===== config.mk =====
export PLATFORM = sky130hd
export DESIGN_NAME = serial_frame_receiver_core
export DESIGN_NICKNAME = d
export VERILOG_FILES = /design/src/hdl/sfr_pkg.sv /design/src/hdl/sfr_ram.sv /design/src/hdl/sfr_parser.sv /design/src/hdl/sfr_emitter.sv /design/src/hdl/serial_frame_receiver_core.sv
export VERILOG_INCLUDE_DIRS = /design/src /design/src/hdl
export SDC_FILE = /design/constraint.sdc
export NUM_CORES = 1
export LEC_CHECK = 0
export BUFFER_PORTS_ARGS = -buffer_cell sky130_fd_sc_hd__buf_2
export CAP_MARGIN = 20
export CORE_UTILIZATION = 50
export DETAILED_ROUTE_END_ITERATION = 8
export PLACE_DENSITY_LB_ADDON = 0.3
export SYNTH_ARGS = -nofsm -noshare
export SYNTH_HDL_FRONTEND = slang
export SYNTH_SLANG_ARGS = --single-unit

===== constraint.sdc =====
create_clock -name clk -period 4.1 [get_ports clk]
set_clock_uncertainty 0.2 [all_clocks]
set_input_delay 0.82 -clock clk [delete_from_list [all_inputs] [get_ports clk]]
set_output_delay 0.82 -clock clk [all_outputs]
set_load 0.03 [all_outputs]

===== src/hdl/serial_frame_receiver_core_defines.svh =====
// Assertion macros for the serial frame receiver.
// Included by the top level; depends on nothing else.
`ifndef SERIAL_FRAME_RECEIVER_CORE_DEFINES_SVH
`define SERIAL_FRAME_RECEIVER_CORE_DEFINES_SVH

// Same-cycle implication, held off during reset.
`define SFR_ASSERT_NOW(label, clk, rst_n, ante, cons) \
  label: assert property (@(posedge clk) disable iff (!rst_n) (ante) |-> (cons)) \
    else $error("frame receiver check failed");

// Next-cycle implication, held off during reset.
`define SFR_ASSERT_NEXT(label, clk, rst_n, ante, cons) \
  label: assert property (@(posedge clk) disable iff (!rst_n) (ante) |=> (cons)) \
    else $error("frame receiver check failed");

`endif


===== src/hdl/sfr_pkg.sv =====
// Shared types, constants and helpers for the serial frame receiver.
// No dependencies; imported by the parser, the emitter and the top level.
package sfr_pkg;

  localparam int SFR_MAX_PAYLOAD  = 16;
  localparam int SFR_RUN_LIMIT    = 16;
  localparam int SFR_HEADER_BYTES = 5;

  localparam logic [7:0] SFR_CHECK_BASE   = 8'hFC;
  localparam logic [7:0] SFR_SYNC_RESET   = 8'hFC;
  localparam logic [7:0] SFR_PRE1_RESET   = 8'h01;
  localparam logic [7:0] SFR_PRE2_RESET   = 8'h30;
  localparam logic [4:0] SFR_MAXLEN_RESET = 5'd16;

  // result status codes
  localparam logic [2:0] ST_PAYLOAD  = 3'd0;
  localparam logic [2:0] ST_EMPTY_OK = 3'd1;
  localparam logic [2:0] ST_CHECKSUM = 3'd2;
  localparam logic [2:0] ST_UNKNOWN  = 3'd3;
  localparam logic [2:0] ST_PREAMBLE = 3'd4;
  localparam logic [2:0] ST_OVERSIZE = 3'd5;

  // configuration register indexes
  localparam logic [2:0] CFG_SYNC   = 3'd0;
  localparam logic [2:0] CFG_PRE1   = 3'd1;
  localparam logic [2:0] CFG_PRE2   = 3'd2;
  localparam logic [2:0] CFG_MAXLEN = 3'd3;

  // frame positions
  localparam logic [4:0] POS_SYNC    = 5'd0;
  localparam logic [4:0] POS_TYPE    = 5'd1;
  localparam logic [4:0] POS_PRE1    = 5'd2;
  localparam logic [4:0] POS_PRE2    = 5'd3;
  localparam logic [4:0] POS_LEN     = 5'd4;
  localparam logic [4:0] POS_PAYLOAD = 5'(SFR_HEADER_BYTES);

  localparam logic [7:0] SFR_KNOWN_TYPES [8] = '{
    8'h41, 8'h61, 8'h42, 8'h62, 8'h5A, 8'h7A, 8'h5B, 8'h7B
  };

  typedef struct packed {
    logic [7:0] sync_value;
    logic [7:0] preamble_first;
    logic [7:0] preamble_second;
    logic [4:0] max_payload_len;
  } sfr_cfg_t;

  // one frame event from the parser to the emitter
  typedef struct packed {
    logic       valid;
    logic       run;     // good frame with payload: play back the store
    logic [2:0] status;
    logic [7:0] ftype;
    logic [4:0] len;
  } sfr_event_t;

  typedef enum logic [1:0] {
    EM_IDLE,
    EM_FETCH,
    EM_SHOW
  } sfr_emit_state_t;

  function automatic logic sfr_is_known(input logic [7:0] b);
    logic hit;
    hit = 1'b0;
    for (int i = 0; i < 8; i++) begin
      if (SFR_KNOWN_TYPES[i] == b) hit = 1'b1;
    end
    return hit;
  endfunction

endpackage


===== src/hdl/sfr_ram.sv =====
// Payload store: single write port, one registered read port.
// Depends on nothing; contents undefined until written.
module sfr_ram #(
  parameter int DEPTH = 16,
  parameter int AW    = 4
) (
  input  logic          clk,
  input  logic          wr_en,
  input  logic [AW-1:0] wr_addr,
  input  logic [7:0]    wr_data,
  input  logic          rd_en,
  input  logic [AW-1:0] rd_addr,
  output logic [7:0]    rd_data
);

  logic [7:0] mem [DEPTH];

  always_ff @(posedge clk) begin
    if (wr_en) begin
      mem[wr_addr] <= wr_data;
    end
  end

  always_ff @(posedge clk) begin
    if (rd_en) begin
      rd_data <= mem[rd_addr];
    end
  end

endmodule


===== src/hdl/sfr_parser.sv =====
// Frame parser: header checks, running checksum, payload writes to the store.
// Depends on sfr_pkg; emits one event per frame end or error.
module sfr_parser #(
  parameter int CAP = 16,
  parameter int AW  = 4
) (
  input  logic               clk,
  input  logic               rst_n,
  input  sfr_pkg::sfr_cfg_t  cfg,
  input  logic               accept,
  input  logic [7:0]         rx_byte,
  output logic               wr_en,
  output logic [AW-1:0]      wr_addr,
  output logic [7:0]         wr_data,
  output sfr_pkg::sfr_event_t ev
);
  import sfr_pkg::*;

  localparam logic [4:0] CAP5 = 5'(CAP);

  logic [4:0] pos_r, pos_nxt;
  logic [4:0] len_r, len_nxt;
  logic [7:0] type_r, type_nxt;
  logic [7:0] sum_r, sum_nxt;

  logic [4:0] limit;
  logic [4:0] slot;
  logic [7:0] expect_sum;

  assign limit      = (cfg.max_payload_len > CAP5) ? CAP5 : cfg.max_payload_len;
  assign slot       = pos_r - POS_PAYLOAD;
  assign expect_sum = SFR_CHECK_BASE - sum_r;
  assign wr_data    = rx_byte;
  assign wr_addr    = slot[AW-1:0];

  // per-byte decode
  always_comb begin
    pos_nxt   = pos_r;
    len_nxt   = len_r;
    type_nxt  = type_r;
    sum_nxt   = sum_r + rx_byte;
    wr_en     = 1'b0;
    ev        = '0;
    ev.ftype  = type_r;
    case (pos_r)
      POS_SYNC: begin
        sum_nxt = rx_byte;
        if (rx_byte == cfg.sync_value) pos_nxt = POS_TYPE;
      end
      POS_TYPE: begin
        if (sfr_is_known(rx_byte)) begin
          type_nxt = rx_byte;
          pos_nxt  = POS_PRE1;
        end else begin
          pos_nxt   = POS_SYNC;
          ev.valid  = 1'b1;
          ev.status = ST_UNKNOWN;
          ev.ftype  = rx_byte;
        end
      end
      POS_PRE1, POS_PRE2: begin
        if (rx_byte == ((pos_r == POS_PRE1) ? cfg.preamble_first : cfg.preamble_second)) begin
          pos_nxt = pos_r + 5'd1;
        end else begin
          pos_nxt   = POS_SYNC;
          ev.valid  = 1'b1;
          ev.status = ST_PREAMBLE;
        end
      end
      POS_LEN: begin
        if (rx_byte > {3'b000, limit}) begin
          pos_nxt   = POS_SYNC;
          ev.valid  = 1'b1;
          ev.status = ST_OVERSIZE;
          ev.len    = (|rx_byte[7:5]) ? 5'd31 : rx_byte[4:0];
        end else begin
          len_nxt = rx_byte[4:0];
          pos_nxt = POS_PAYLOAD;
        end
      end
      default: begin
        if (pos_r < POS_PAYLOAD + len_r) begin
          // payload byte into the store
          wr_en   = accept;
          pos_nxt = pos_r + 5'd1;
        end else begin
          // checksum byte closes the frame
          pos_nxt  = POS_SYNC;
          ev.valid = 1'b1;
          ev.len   = len_r;
          if (rx_byte != expect_sum) begin
            ev.status = ST_CHECKSUM;
          end else if (len_r == 5'd0) begin
            ev.status = ST_EMPTY_OK;
          end else begin
            ev.status = ST_PAYLOAD;
            ev.run    = 1'b1;
          end
        end
      end
    endcase
    ev.valid = ev.valid & accept;
  end

  always_ff @(posedge clk) begin
    if (!rst_n) begin
      pos_r  <= POS_SYNC;
      len_r  <= '0;
      type_r <= '0;
      sum_r  <= '0;
    end else if (accept) begin
      pos_r  <= pos_nxt;
      len_r  <= len_nxt;
      type_r <= type_nxt;
      sum_r  <= sum_nxt;
    end
  end

endmodule


===== src/hdl/sfr_emitter.sv =====
// Result emitter: output register, payload run playback from the store.
// Depends on sfr_pkg; reads the store one entry per payload result.
module sfr_emitter #(
  parameter int AW = 4
) (
  input  logic                clk,
  input  logic                rst_n,
  input  sfr_pkg::sfr_event_t ev,
  input  logic [7:0]          rd_data,
  output logic                rd_en,
  output logic [AW-1:0]       rd_addr,
  output logic                in_stall,
  output logic                out_valid,
  input  logic                out_stall,
  output logic [2:0]          out_frame_status,
  output logic [7:0]          out_frame_type,
  output logic [4:0]          out_payload_len,
  output logic [3:0]          out_byte_index,
  output logic [7:0]          out_payload_value,
  output logic                out_last_of_run
);
  import sfr_pkg::*;

  sfr_emit_state_t state_r, state_nxt;

  logic [2:0] status_r, status_nxt;
  logic [7:0] type_r, type_nxt;
  logic [4:0] len_r, len_nxt;
  logic [3:0] idx_r, idx_nxt;
  logic [7:0] value_r, value_nxt;
  logic       last_r, last_nxt;
  logic       taken;
  logic       advance;

  assign taken   = (state_r == EM_SHOW) && !out_stall;
  assign advance = taken && !last_r;

  // next state
  always_comb begin
    state_nxt = state_r;
    case (state_r)
      EM_IDLE: begin
        if (ev.valid) state_nxt = ev.run ? EM_FETCH : EM_SHOW;
      end
      EM_FETCH: begin
        state_nxt = EM_SHOW;
      end
      EM_SHOW: begin
        if (advance) begin
          state_nxt = EM_FETCH;
        end else if (taken) begin
          if (ev.valid) state_nxt = ev.run ? EM_FETCH : EM_SHOW;
          else          state_nxt = EM_IDLE;
        end
      end
      default: state_nxt = EM_IDLE;
    endcase
  end

  // outputs and store reads
  always_comb begin
    in_stall  = !((state_r == EM_IDLE) || (taken && last_r));
    out_valid = (state_r == EM_SHOW);
    rd_en     = (ev.valid && ev.run) || advance;
    rd_addr   = ev.valid ? '0 : idx_nxt[AW-1:0];
  end

  // result word fields
  always_comb begin
    status_nxt = status_r;
    type_nxt   = type_r;
    len_nxt    = len_r;
    idx_nxt    = idx_r + 4'd1;
    value_nxt  = value_r;
    last_nxt   = last_r;
    if (ev.valid) begin
      status_nxt = ev.status;
      type_nxt   = ev.ftype;
      len_nxt    = ev.len;
      idx_nxt    = '0;
      value_nxt  = '0;
      last_nxt   = !ev.run || (ev.len == 5'd1);
    end else if (state_r == EM_FETCH) begin
      idx_nxt   = idx_r;
      value_nxt = rd_data;
    end else if (advance) begin
      last_nxt = ({1'b0, idx_r} + 5'd2) == len_r;
    end else begin
      idx_nxt = idx_r;
    end
  end

  always_ff @(posedge clk) begin
    if (!rst_n) begin
      state_r <= EM_IDLE;
    end else begin
      state_r <= state_nxt;
    end
  end

  always_ff @(posedge clk) begin
    status_r <= status_nxt;
    type_r   <= type_nxt;
    len_r    <= len_nxt;
    idx_r    <= idx_nxt;
    value_r  <= value_nxt;
    last_r   <= last_nxt;
  end

  assign out_frame_status  = status_r;
  assign out_frame_type    = type_r;
  assign out_payload_len   = len_r;
  assign out_byte_index    = idx_r;
  assign out_payload_value = value_r;
  assign out_last_of_run   = last_r;

endmodule


===== src/hdl/serial_frame_receiver_core.sv =====
// Top level of the serial frame receiver: config registers, parser, store, emitter.
// Depends on sfr_pkg, sfr_parser, sfr_ram, sfr_emitter and the defines header.
//
//  channel | handshake               | payload
//  --------+-------------------------+--------------------------------------------
//  in      | in_valid / in_stall     | in_rx_byte
//  out     | out_valid / out_stall   | status, type, len, byte_index, value, last
//  cfg     | cfg_wr_en               | cfg_index, cfg_data
//
// Header and payload bytes are taken one word per cycle while in_stall is low.
// A byte that ends a frame with an error or an empty frame gives one result; the
// next byte is taken in the cycle that result leaves the output register.
// A good frame of n payload bytes plays back from the store as n results (store read,
// then output register), n up to 16, each held as long as out_stall is raised.
// Input stalls while a run plays, so store writes and reads never overlap.
// Reset is synchronous; the store needs no clearing pass.
module serial_frame_receiver_core #(
  parameter int MAX_PAYLOAD = sfr_pkg::SFR_MAX_PAYLOAD
) (
  input  logic       clk,
  input  logic       rst_n,
  input  logic       in_valid,
  output logic       in_stall,
  input  logic [7:0] in_rx_byte,
  output logic       out_valid,
  input  logic       out_stall,
  output logic [2:0] out_frame_status,
  output logic [7:0] out_frame_type,
  output logic [4:0] out_payload_len,
  output logic [3:0] out_byte_index,
  output logic [7:0] out_payload_value,
  output logic       out_last_of_run,
  input  logic       cfg_wr_en,
  input  logic [2:0] cfg_index,
  input  logic [7:0] cfg_data
);
  import sfr_pkg::*;
  `include "serial_frame_receiver_core_defines.svh"

  localparam int CAP = (MAX_PAYLOAD < SFR_RUN_LIMIT) ? MAX_PAYLOAD : SFR_RUN_LIMIT;
  localparam int AW  = (CAP > 1) ? $clog2(CAP) : 1;

  sfr_cfg_t   cfg_r;
  sfr_event_t ev;
  logic       in_accept;
  logic          wr_en;
  logic [AW-1:0] wr_addr;
  logic [7:0]    wr_data;
  logic          rd_en;
  logic [AW-1:0] rd_addr;
  logic [7:0]    rd_data;

  assign in_accept = in_valid && !in_stall;

  // configuration registers
  always_ff @(posedge clk) begin
    if (!rst_n) begin
      cfg_r.sync_value      <= SFR_SYNC_RESET;
      cfg_r.preamble_first  <= SFR_PRE1_RESET;
      cfg_r.preamble_second <= SFR_PRE2_RESET;
      cfg_r.max_payload_len <= SFR_MAXLEN_RESET;
    end else if (cfg_wr_en) begin
      case (cfg_index)
        CFG_SYNC:   cfg_r.sync_value      <= cfg_data;
        CFG_PRE1:   cfg_r.preamble_first  <= cfg_data;
        CFG_PRE2:   cfg_r.preamble_second <= cfg_data;
        CFG_MAXLEN: cfg_r.max_payload_len <= cfg_data[4:0];
        default: ;
      endcase
    end
  end

  sfr_parser #(.CAP(CAP), .AW(AW)) u_parser (
    .clk     (clk),
    .rst_n   (rst_n),
    .cfg     (cfg_r),
    .accept  (in_accept),
    .rx_byte (in_rx_byte),
    .wr_en   (wr_en),
    .wr_addr (wr_addr),
    .wr_data (wr_data),
    .ev      (ev)
  );

  sfr_ram #(.DEPTH(CAP), .AW(AW)) u_ram (
    .clk     (clk),
    .wr_en   (wr_en),
    .wr_addr (wr_addr),
    .wr_data (wr_data),
    .rd_en   (rd_en),
    .rd_addr (rd_addr),
    .rd_data (rd_data)
  );

  sfr_emitter #(.AW(AW)) u_emitter (
    .clk               (clk),
    .rst_n             (rst_n),
    .ev                (ev),
    .rd_data           (rd_data),
    .rd_en             (rd_en),
    .rd_addr           (rd_addr),
    .in_stall          (in_stall),
    .out_valid         (out_valid),
    .out_stall         (out_stall),
    .out_frame_status  (out_frame_status),
    .out_frame_type    (out_frame_type),
    .out_payload_len   (out_payload_len),
    .out_byte_index    (out_byte_index),
    .out_payload_value (out_payload_value),
    .out_last_of_run   (out_last_of_run)
  );

  // a new byte is never taken while an untaken result still waits
  `SFR_ASSERT_NOW(a_no_accept_over_result, clk, rst_n, in_accept, !(out_valid && out_stall))
  // only payload words may leave a run open
  `SFR_ASSERT_NOW(a_open_run_is_payload, clk, rst_n, out_valid && !out_last_of_run, out_frame_status == ST_PAYLOAD)
  // payload words stay inside the frame length
  `SFR_ASSERT_NOW(a_index_in_length, clk, rst_n, out_valid && out_frame_status == ST_PAYLOAD, {1'b0, out_byte_index} < out_payload_len)
  // store writes never happen while a run is playing back
  `SFR_ASSERT_NEXT(a_no_write_in_run, clk, rst_n, rd_en, !wr_en)

endmodule

Word-level counts from Yosys, hierarchy flattened

Memory sizes are Yosys's and may differ from the RTL's. A register that Yosys moved wholly into a read port is not among the register bits.
Cells that the tools add are included.

Register bits: 86
Bits in writable memories: 128
Bits of input ports: 24
Output and inout bits: 31
Word-level logic and storage cells: 138
Memories: 1

Add/subtract/negate cells: 7
Order comparisons: 3
Equal/unequal tests: 26
Mux-type cells: 54
Bitwise logic cells: 2
Reductions and logical operators: 30

Memories:

| memory    | words | width | read ports | clocked after memory_dff | write ports | line          | text |
|---|---|---|---|---|---|---|---|
| u_ram.mem | 16    | 8     | 1          | 1                        | 1           | sfr_ram.sv:16 | `logic [7:0] mem [DEPTH];` |

Operators with widths:

| operator                                             | count |
|---|---|
| equality test 7 x 8 -> 1 bit (first input constant)  | 8 |
| two-way mux 5 bit                                    | 8 |
| two-way mux 8 bit                                    | 3 |
| two-way mux 1 bit                                    | 23 |
| one-hot mux 5 bit (4 select lines)                   | 1 |
| equality test 8 bit                                  | 2 |
| two-way mux 4 bit                                    | 4 |
| AND reduction 2 bit                                  | 7 |
| two-way mux 2 bit                                    | 6 |
| two-way mux 3 bit                                    | 4 |
| one-hot mux 3 bit (4 select lines)                   | 1 |
| equality test 5 x 1 -> 1 bit (second input constant) | 2 |
| equality test 5 x 2 -> 1 bit (second input constant) | 2 |
| zero test 5 bit                                      | 2 |
| two-way mux 10 bit                                   | 1 |
| one-hot mux 5 bit (2 select lines)                   | 1 |
| adder 8 bit                                          | 1 |
| greater-than comparator 8 x 5 -> 1 bit               | 1 |
| != test 8 bit                                        | 1 |
| subtractor 8 bit (first input constant)              | 1 |
| equality test 3 x 2 -> 1 bit (second input constant) | 2 |
| != test 2 x 1 -> 1 bit (second input constant)       | 3 |
| one-hot mux 2 bit (3 select lines)                   | 1 |
| AND reduction 3 bit                                  | 2 |
| other kinds (26)                                     | 35 |

Logic depth before layout (Yosys ltp)

Gate-level depths: netlist of run 1.

Word-level depth: 17
Gate-level depth with buffers: 15
Mapped depth without buffers: 13

Modules after synthesis

From an unflattened synthesis of run 1, not the netlist that was laid out.

Cells, all modules: 789
Area, all modules: 10405.0 µm²

By module, submodules not included:

| module                     | times used | cells each | area each (µm²) | sequential area each (µm²) |
|---|---|---|---|---|
| sfr_ram                    | 1          | 229        | 5227.5          | 4083.9 |
| sfr_parser                 | 1          | 350        | 2783.9          | 520.5 |
| sfr_emitter                | 1          | 94         | 1216.2          | 790.8 |
| serial_frame_receiver_core | 1          | 116        | 1177.4          | 580.6 |

Worst setup path before layout of run 1

OpenSTA, ideal clock, no wires.

Kind: input to register
From: input in_rx_byte[0]
To: register u_emitter.status_r[0], in the netlist u_emitter.out_frame_status[0], enable pin
Setup time: 0.387 ns
Arrival: 3.284 ns
Required time: 3.513 ns
Setup slack: 0.230 ns
Stages: 10
Path buffers: 2
Cells stage by stage: clkbuf_1 -> inv_1 -> ha_1 -> and3_1 -> nand3_1 -> o22ai_1 -> o211ai_1 -> a22oi_2 -> nor2_1 -> clkbuf_1

RTL lines:

| what                 | line                             | text |
|---|---|---|
| start, declared      | serial_frame_receiver_core.sv:24 | `input logic [7:0] in_rx_byte,` |
| end signal, assigned | sfr_emitter.sv:102               | `status_r <= status_nxt;` |
| end, declared        | sfr_emitter.sv:26                | `logic [2:0] status_r, status_nxt;` |

Worst setup path in the final report of run 1

From: register u_parser.pos_r[1]
To: register u_ram.rd_data[7], read port of u_ram.mem (data pin)

Word-level cells in the longest chain between the ends: 8
Elaborated cells between the ends (all ways): 19
Those cells by class: order compare (1); eq/ne (5); mux (7); bitwise (1); reduce/logical (5)

Ends and longest elaborated chain:

| what                                                   | line                                 | text |
|---|---|---|
| start, declared                                        | sfr_parser.sv:21                     | `logic [4:0] pos_r, pos_nxt;` |
| start signal, assigned                                 | sfr_parser.sv:112                    | `pos_r <= pos_nxt;` |
| equality test 5 x 2 -> 1 bit                           | sfr_parser.sv:45, sfr_parser.sv:62   |  |
| two-way mux 8 bit                                      | sfr_parser.sv:62                     | `if (rx_byte == ((pos_r == POS_PRE1) ? cfg.preamble_first : cfg.preamble_second)) begin` |
| equality test 8 bit                                    | sfr_parser.sv:62                     |  |
| two-way mux 1 bit                                      | sfr_parser.sv:62                     |  |
| one-hot mux 1 bit (4 select lines)                     | sfr_parser.sv:45                     | `case (pos_r)` |
| bitwise AND 1 bit                                      | sfr_parser.sv:102                    | `ev.valid = ev.valid & accept;` |
| two-way mux 4 bit or logical AND 1 bit (tied branches) | sfr_emitter.sv:76, sfr_emitter.sv:64 |  |
| two-way mux 4 bit or logical OR 1 bit (tied branches)  | sfr_emitter.sv:65, sfr_emitter.sv:64 |  |
| end, declared                                          | sfr_ram.sv:13                        | `output logic [7:0] rd_data` |

Several ways; a longest one is shown, not always the timed one.
A chain may end at the register's enable or synchronous reset.

==> summary.md, run 1 <==
| Metric | Value |
|---|---|
| Grt ovf | 0 |
| PD cells | a little under 500 mW/mm^2 |
| Hold crit path type | reg2reg |
| Unique masters post-synth | 68 |
| DP HPWL | 18300 um |
| Switch Pwr | roughly 0.0017 W |
| Worst slew margin | 36.4% |
| Switching part of the total | between 20 and 30% |
| Worst Path Arrival | between 3 and 4 ns |
| Worst setup path class | reg2reg |
| Worst slack, placed | approximately 0.16 ns |
| Most frequent cells in the layout | nand2_1, edfxtp_1, nor2_1 |
| First-pass GRT wire length | ~41000 um |
| Worst setup margin | about 0.20 ns |
| Post-synthesis adder-cell area fraction | 3.48% |
| Post-route ant nets | 0 |
| Outcome | finished clean |
| Power after layout | around 0.006 W |
| CP most frequent cell | mux2_1 |
| Core footprint | around 0.020 sq mm |
| Die width | between 100 and 150 um |
| Top FF cell, synth | edfxtp_1 |
| Largest stage delay, worst path | approximately 0.44 ns |
| WP data required | 4.16 ns |
| Crit end category | flop |
| FMAX | between 200 and 300 MHz |
| Placed cells | around 1300 |
| Comb power frac | 17.7% |
| Commonest non-fill, non-tap cell in the layout | nand2_1 |
| Worst Tran Pin Value | between 0.9 and 1 ns |
| Die area | 0.0211 sq mm |
| Maxcap violations | 0 |
| Post-synthesis compound-gate area fraction | 10.9% |
| N_diodes | 0 |
| Post-CTS Setup Inserts | 0 |
| Final RePlAce weighted congestion | about 0.9 |
| Largest family of logic cells by synthesized area | simple AND/OR/NAND/NOR gates |
| Final setup vio count | 0 |
| Fill count | approximately 1600 |
| Pre-Repair DR Iteration Count | 5 |
| H-tree depth | 1 |
| Clock network power share | around two fifths |
| P_leak | around 4.6 nW |
| Mapped Area | 0.0103 sq mm |
| Vias | about 7700 |
| Core Rows | 52 |
| Post-synth ARST share | 0% |
| Via-per-instance ratio | between 5 and 6 |
| Largest net degree at the start of global routing | 38 |
| Final slew viol count | 0 |
| CP startpoint kind | flop |
| EDFF count, synth | 153 |
| Mux cell area share after synthesis | 5.92% |
| Critical-path top delay cell | dfxtp_1 |
| Warnings, synthesis | 0 |
| Post_cts resized | 0 |
| Xor and xnor fraction of the mapped netlist area | 3.67% |
| Residual DRC count | 0 |
| Cell Int Power | between 0.004 and 0.005 W |
| Mean area per synthesized cell | roughly 11 sq um |
| Clock Latency Late Sink | 0.52 ns |
| Port bufs | between 50 and 60 |
| Period utilization | ~95% |
| CP Max Fanout | 16 |
| DRT iter0 DRCs | around 570 |
| Nets | roughly 1100 |
| Area delta synth->final | 17.5% |
| Initial Util | between 50% and 60% |
| CTS clk-pin slew, worst paths | roughly 0.060 ns |
| Wirelength, routed | approximately 27000 um |
| Seq cells post-synth | roughly 220 |
| VDD IR max | between 300 and 400 uV |
| Hold slack | about 0.25 ns |
| Reg power frac | a little over two fifths |
| Fraction of layout cells with a size suffix above 1 | 17.1% |
| Initial antenna violation count | 0 |
| Hold Vio Cnt, Final | 0 |
| Routed len/inst | around 20 um |
| Die Ht | between 100 and 150 um |
| Vias in the first global route | 7540 |
| Simple-Gate Fraction of Synth Area | 15.2% |
| Total GRT Usage | between 20% and 30% |
| Sequential area share after synthesis | around three fifths |
| Post-layout min period | 3.90 ns |
| CTS Buf Count | 24 |
| Clock Path Buffers | 3 |
| Syn_nets | 995 |
| Non-filler cells, final | ~1300 |
| Cts hold-fix bufs | 0 |
| Clk root buf | clkbuf_16 |
| # IOs | 55 |
| Clock sink total | 222 |
| Worst-path cell chain | ha_1 -> nor4b_4 -> mux2_1 -> a222oi_1 -> o211ai_2 -> a221oi_4 -> buf_4 -> clkbuf_16 -> mux2_1 -> o21ai_1 -> o211ai_1 |
| TritonCTS clock tree | built |
| Syn Inst Count | ~940 |
-- Yosys cell counts, drive strengths merged (2+ instances only) --
| cell type | instances | share of area [%] |
|---|---|---|
| clkbuf | 31 | 1.1 |
| nand2 | 182 | 6.7 |
| nand2b | 7 | 0.43 |
| or3 | 4 | 0.24 |
| mux2 | 22 | 2.4 |
| o31ai | 2 | 0.15 |
| o2111ai | 2 | 0.17 |
| and2 | 5 | 0.30 |
| nor4b | 3 | 0.46 |
| a211o | 3 | 0.26 |
| buf | 12 | 0.68 |
| o21ai | 40 | 2.0 |
| ha | 27 | 3.3 |
| a22oi | 10 | 0.78 |
| or2 | 4 | 0.24 |
| nor2 | 79 | 2.9 |
| nor2b | 4 | 0.24 |
| nand4 | 7 | 0.43 |
| mux2i | 36 | 3.5 |
| nor3b | 3 | 0.22 |
| xor2 | 20 | 1.7 |
| xnor2 | 23 | 2.0 |
| o21bai | 2 | 0.15 |
| o311ai | 2 | 0.17 |
| nor4 | 7 | 0.49 |
| nor3 | 11 | 0.58 |
| inv | 24 | 0.88 |
| and3 | 5 | 0.30 |
| o211ai | 19 | 1.4 |
| edfxtp | 153 | 45 |
| a31oi | 28 | 1.7 |
| dfxtp | 69 | 13 |
| nand3 | 27 | 1.3 |
| a21oi | 41 | 2.0 |
| a311oi | 4 | 0.34 |
| a21o | 4 | 0.29 |
| o22ai | 4 | 0.24 |
-- cells by family after synthesis --
logic type / Yosys count
AND/OR/NAND/NOR: 352
flip-flops: 222
AO/OA/AOI/OAI: 173
buffers and inverters: 67
multiplexers: 58
XOR/XNOR: 43
adder cells (fa/ha/maj): 28
-- per-stage QoR --
stage	util [%]	area (sq um)	setup TNS (ns)
6_report	59.8	12100	0
2_1_floorplan	-	10300	0
3_5_place_dp	55.3	11100	0
5_1_grt	59.8	12100	-0.0206
4_1_cts	59.6	12000	0
3_3_place_gp	55.3	11100	0
-- layout make-up --
type                    instances  area [sq um]  area share, %
flip-flops and latches        222          5980           49.5
clock inverters                15           228           1.89
well taps                     270           338           2.80
inverters                      24          90.1          0.747
repair buffers                112           748           6.20
multi-input cells             654          4040           33.4
clock buffers                  29           649           5.38
-- power groups by stage --
stage,combinational (W),clock [W],sequential [W]
after floorplan,0.000597,0,0.00270
after global placement,0.00101,0,0.00260
after detailed placement,0.00102,0,0.00261
after CTS,0.00103,0.00238,0.00256
after global routing,0.00114,0.00247,0.00257
final,0.00106,0.00236,0.00256
-- sequential cells by signal, summed over array words and instances (netlist names) --
name	cells
u_ram.mem	128
cfg_r	29
u_emitter.out_frame_type	8
u_emitter.out_payload_value	8
u_parser.sum_r	8
u_parser.type_r	8
u_ram.rd_data	8
u_emitter.out_payload_len	5
u_parser.len_r	5
u_parser.pos_r	5
u_emitter.out_byte_index	4
u_emitter.out_frame_status	3
u_emitter.state_r	2
u_emitter.out_last_of_run	1
-- metal layers --
layer / vias to the layer above / GRT usage, % / wire length [um]
li1: 3602 / - / -
met1: 3683 / 33.1 / 11200
met2: 315 / 41.7 / 12500
met3: 55 / 4.59 / 2070
met4: 0 / 9.79 / 852
met5: - / 0 / 0
-- worst paths after layout --
check | startpoint | to | slack, ns | depth (start not counted)
worst max-delay path | u_parser.pos_r[1]$_SDFFE_PN0P_ | u_ram.rd_data[7]$_DFFE_PP_ | 0.20 | 11
worst max register to register | u_parser.pos_r[1]$_SDFFE_PN0P_ | u_ram.rd_data[7]$_DFFE_PP_ | 0.20 | 11
worst min register to register | u_parser.type_r[6]$_SDFFE_PN0P_ | u_parser.type_r[6]$_SDFFE_PN0P_ | 0.25 | 2
worst min-delay path | u_parser.type_r[6]$_SDFFE_PN0P_ | u_parser.type_r[6]$_SDFFE_PN0P_ | 0.25 | 2
-- worst max-delay path: cells and delay by family (launching register included) --
| family | cells | cell delay [ns] |
|---|---|---|
| compound gates | 5 | 1.31 |
| mux | 2 | 0.70 |
| flops | 1 | 0.44 |
| buf+inv | 2 | 0.39 |
| simple gates | 1 | 0.35 |
| fa+ha+maj | 1 | 0.26 |
Power figures use the tool's default switching activity.
==> run 2: changes to the inputs <==
--- a/config.mk
+++ b/config.mk
@@ -10,7 +10,9 @@
 export CAP_MARGIN = 20
 export CORE_UTILIZATION = 50
 export DETAILED_ROUTE_END_ITERATION = 8
+export HOLD_SLACK_MARGIN = 0.02
 export PLACE_DENSITY_LB_ADDON = 0.3
 export SYNTH_ARGS = -nofsm -noshare
 export SYNTH_HDL_FRONTEND = slang
+export SYNTH_HIERARCHICAL = 1
 export SYNTH_SLANG_ARGS = --single-unit
==> summary.md, run 2 <==
| Metric | Value |
|---|---|
| First-pass GRT wire length | around 36000 um |
| H-tree depth | 1 |
| Nets | between 900 and 1000 |
| Clock sink total | between 200 and 250 |
| Initial Util | 51.3% |
| Fraction of layout cells with a size suffix above 1 | approximately 24% |
| Clock Latency Late Sink | around 0.5 ns |
| DRT iter0 DRCs | roughly 500 |
| Die Ht | approximately 150 um |
| Via-per-instance ratio | about 5.6 |
| Core footprint | 0.0203 sq mm |
| Syn_nets | 840 |
| N_diodes | 0 |
| Pre-Repair DR Iteration Count | 5 |
| Placed cell areas | 0.0113 sq mm |
| Placed cells | 1132 |
| Critical-path top delay cell | mux4_2 |
| Largest register FFs | 128 |
| Maxcap violations | 0 |
| Port bufs | 54 |
| Largest cells by area after synthesis | edfxtp_1, dfxtp_1, mux2i_1 |
| Final core utilization | 59.1% |
| Grt ovf | 0 |
| CP Max Fanout | 12 |
| Clock Path Buffers | 3 |
| Period utilization | between 90 and 100% |
| Worst setup path class | reg2reg |
| Final slew viol count | 0 |
| Non-filler cells, final | 1174 |
| Most frequent cell after synthesis | edfxtp_1 |
| Vias | between 6000 and 7000 |
| Post_cts resized | 0 |
| Worst Path Arrival | 3.97 ns |
| Initial antenna violation count | 0 |
| Top flop regs | u_ram/mem: 128 flops, cfg_r: 29 flops |
| Final setup vio count | 0 |
| WP data required | approximately 4.2 ns |
| Mapped Area | around 0.010 sq mm |
| P_leak | about 4.4 nW |
| Die area | roughly 0.021 sq mm |
| Core Rows | 52 |
| CP most frequent cell | buf_12 |
| Most frequent cells after synthesis | edfxtp_1, nand2_1, dfxtp_1 |
| Cell accounting for the most synthesized area | edfxtp_1 |
| Post-layout min period | approximately 4 ns |
| Post-synth ARST share | 0% |
| DP HPWL | approximately 16000 um |
| EDFF count, synth | between 150 and 200 |
| Residual DRC count | 0 |
| Register area | 0.00598 sq mm |
| CTS Buf Count | 23 |
| Largest net degree at the start of global routing | 54 |
| Hold crit path type | reg2reg |
| Design area | between 0.01 and 0.015 sq mm |
| Post-CTS Setup Inserts | 0 |
| Vias in the first global route | 6363 |
| Warnings, synthesis | 6 |
| Fill count | between 1500 and 2000 |
| Crit end category | flop |
| Area occupied by multi-input gates | around 0.0040 sq mm |
| Mean area per synthesized cell | approximately 13 sq um |
| Wirelength, routed | between 20000 and 25000 um |
| Worst Tran Pin Value | 0.834 ns |
| Worst-path cell chain | inv_1 -> ha_1 -> nor4b_4 -> a2111oi_2 -> nand4_1 -> a2111oi_4 -> o211ai_1 -> and3b_2 -> nor2_4 -> buf_12 -> buf_12 -> mux4_2 -> a22oi_2 -> nand2_1 |
| Final RePlAce weighted congestion | between 0.8 and 0.9 |
| VDD IR max | 258 uV |
| Unique masters post-synth | between 70 and 80 |
| CP startpoint kind | flop |
| Hold Vio Cnt, Final | 0 |
| Total GRT Usage | between 20% and 30% |
| FMAX | roughly 260 MHz |
| Outcome | finished clean |
| Largest stage delay, worst path | around 0.50 ns |
| Most flop-heavy register | u_ram/mem |
| PD cells | between 400 and 500 mW/mm^2 |
| Area fraction of the dominant cell type after synthesis | 44.2% |
| Syn Inst Count | roughly 790 |
| Most frequent cells in the layout | edfxtp_1, nand2_1, dfxtp_1 |
| Post-route ant nets | 0 |
| Seq cells post-synth | around 220 |
| Sequential area share after synthesis | 57.4% |
| Cts hold-fix bufs | 0 |
| TritonCTS clock tree | built |
| Commonest non-fill, non-tap cell in the layout | edfxtp_1 |
| Routed len/inst | 19.3 um |
| Worst slew margin | 44.2% |
| CTS clk-pin slew, worst paths | around 0.070 ns |
| Clk root buf | clkbuf_16 |
| Area delta synth->final | 15.3% |
| Die width | between 100 and 150 um |
| Top FF cell, synth | edfxtp_1 |
| # IOs | 55 |
run 2: final timing paths:
check / from / to / slack (ns) / cells past startpoint
setup / recovery: u_parser/pos_r[0]$_SDFFE_PN0P_ / u_ram/rd_data[4]$_DFFE_PP_ / 0.18 / 14
hold / removal: u_parser/type_r[6]$_SDFFE_PN0P_ / u_parser/type_r[6]$_SDFFE_PN0P_ / 0.25 / 2
setup reg to reg: u_parser/pos_r[0]$_SDFFE_PN0P_ / u_ram/rd_data[4]$_DFFE_PP_ / 0.18 / 14
hold reg to reg: u_parser/type_r[6]$_SDFFE_PN0P_ / u_parser/type_r[6]$_SDFFE_PN0P_ / 0.25 / 2
run 2: final cells by class:
| class | instances | share of cell area (%) |
|---|---|---|
| sequential | 222 | 49.8 |
| multi-input combinational | 497 | 33.7 |
| timing repair buffer | 120 | 7.11 |
| clock buffer | 37 | 5.60 |
| tap | 270 | 2.81 |
| inverter | 23 | 0.719 |
| clock inverter | 5 | 0.292 |
run 2: kinds of logic after synthesis:
kind of cell,Yosys count,synth area share [%]
AOI/OAI and AO/OA,101,6.63
muxes,91,13.2
buffers and inverters,70,3.76
adders and majority gates,27,3.32
DFF,222,57.4
xor gates and xnor gates,43,3.76
and+or+nand+nor,235,11.9
run 2: through the flow:
step                      total power (W)  hold WS [ns]  setup slack (ns)  TNS [ns]
after CTS                         0.00573         0.248            0.0986         0
final                             0.00571         0.252             0.182         0
after global placement            0.00379         0.231           -0.0911    -0.401
after floorplan                   0.00349         0.222            -0.198     -1.57
after global routing              0.00594         0.287          -0.00761  -0.00868
after detailed placement          0.00381         0.238            -0.139    -0.714
run 2: power by group:
group	total (W)	switching, W	leakage (nW)	internal (W)
combinational	0.00120	0.000651	2.08	0.000548
clock	0.00194	0.000812	0.344	0.00112
sequential	0.00258	0.0000694	1.93	0.00251
run 2: per-layer routing:
| metal | global-route usage [%] | part of all wire (%) |
|---|---|---|
| met4 | 6.77 | 2.2 |
| met3 | 3.09 | 6.0 |
| met2 | 34.6 | 47 |
| met1 | 30.5 | 45 |
| met5 | 0 | 0 |
run 2: worst max-delay path, delay by kind of cell (launching register included):
family	cells	cell delay, ns
and+or+nand+nor	5	0.87
AOI/OAI and AO/OA	4	1.14
buffers and inverters	3	0.38
adders and majority gates	1	0.23
muxes	1	0.50
DFF	1	0.33
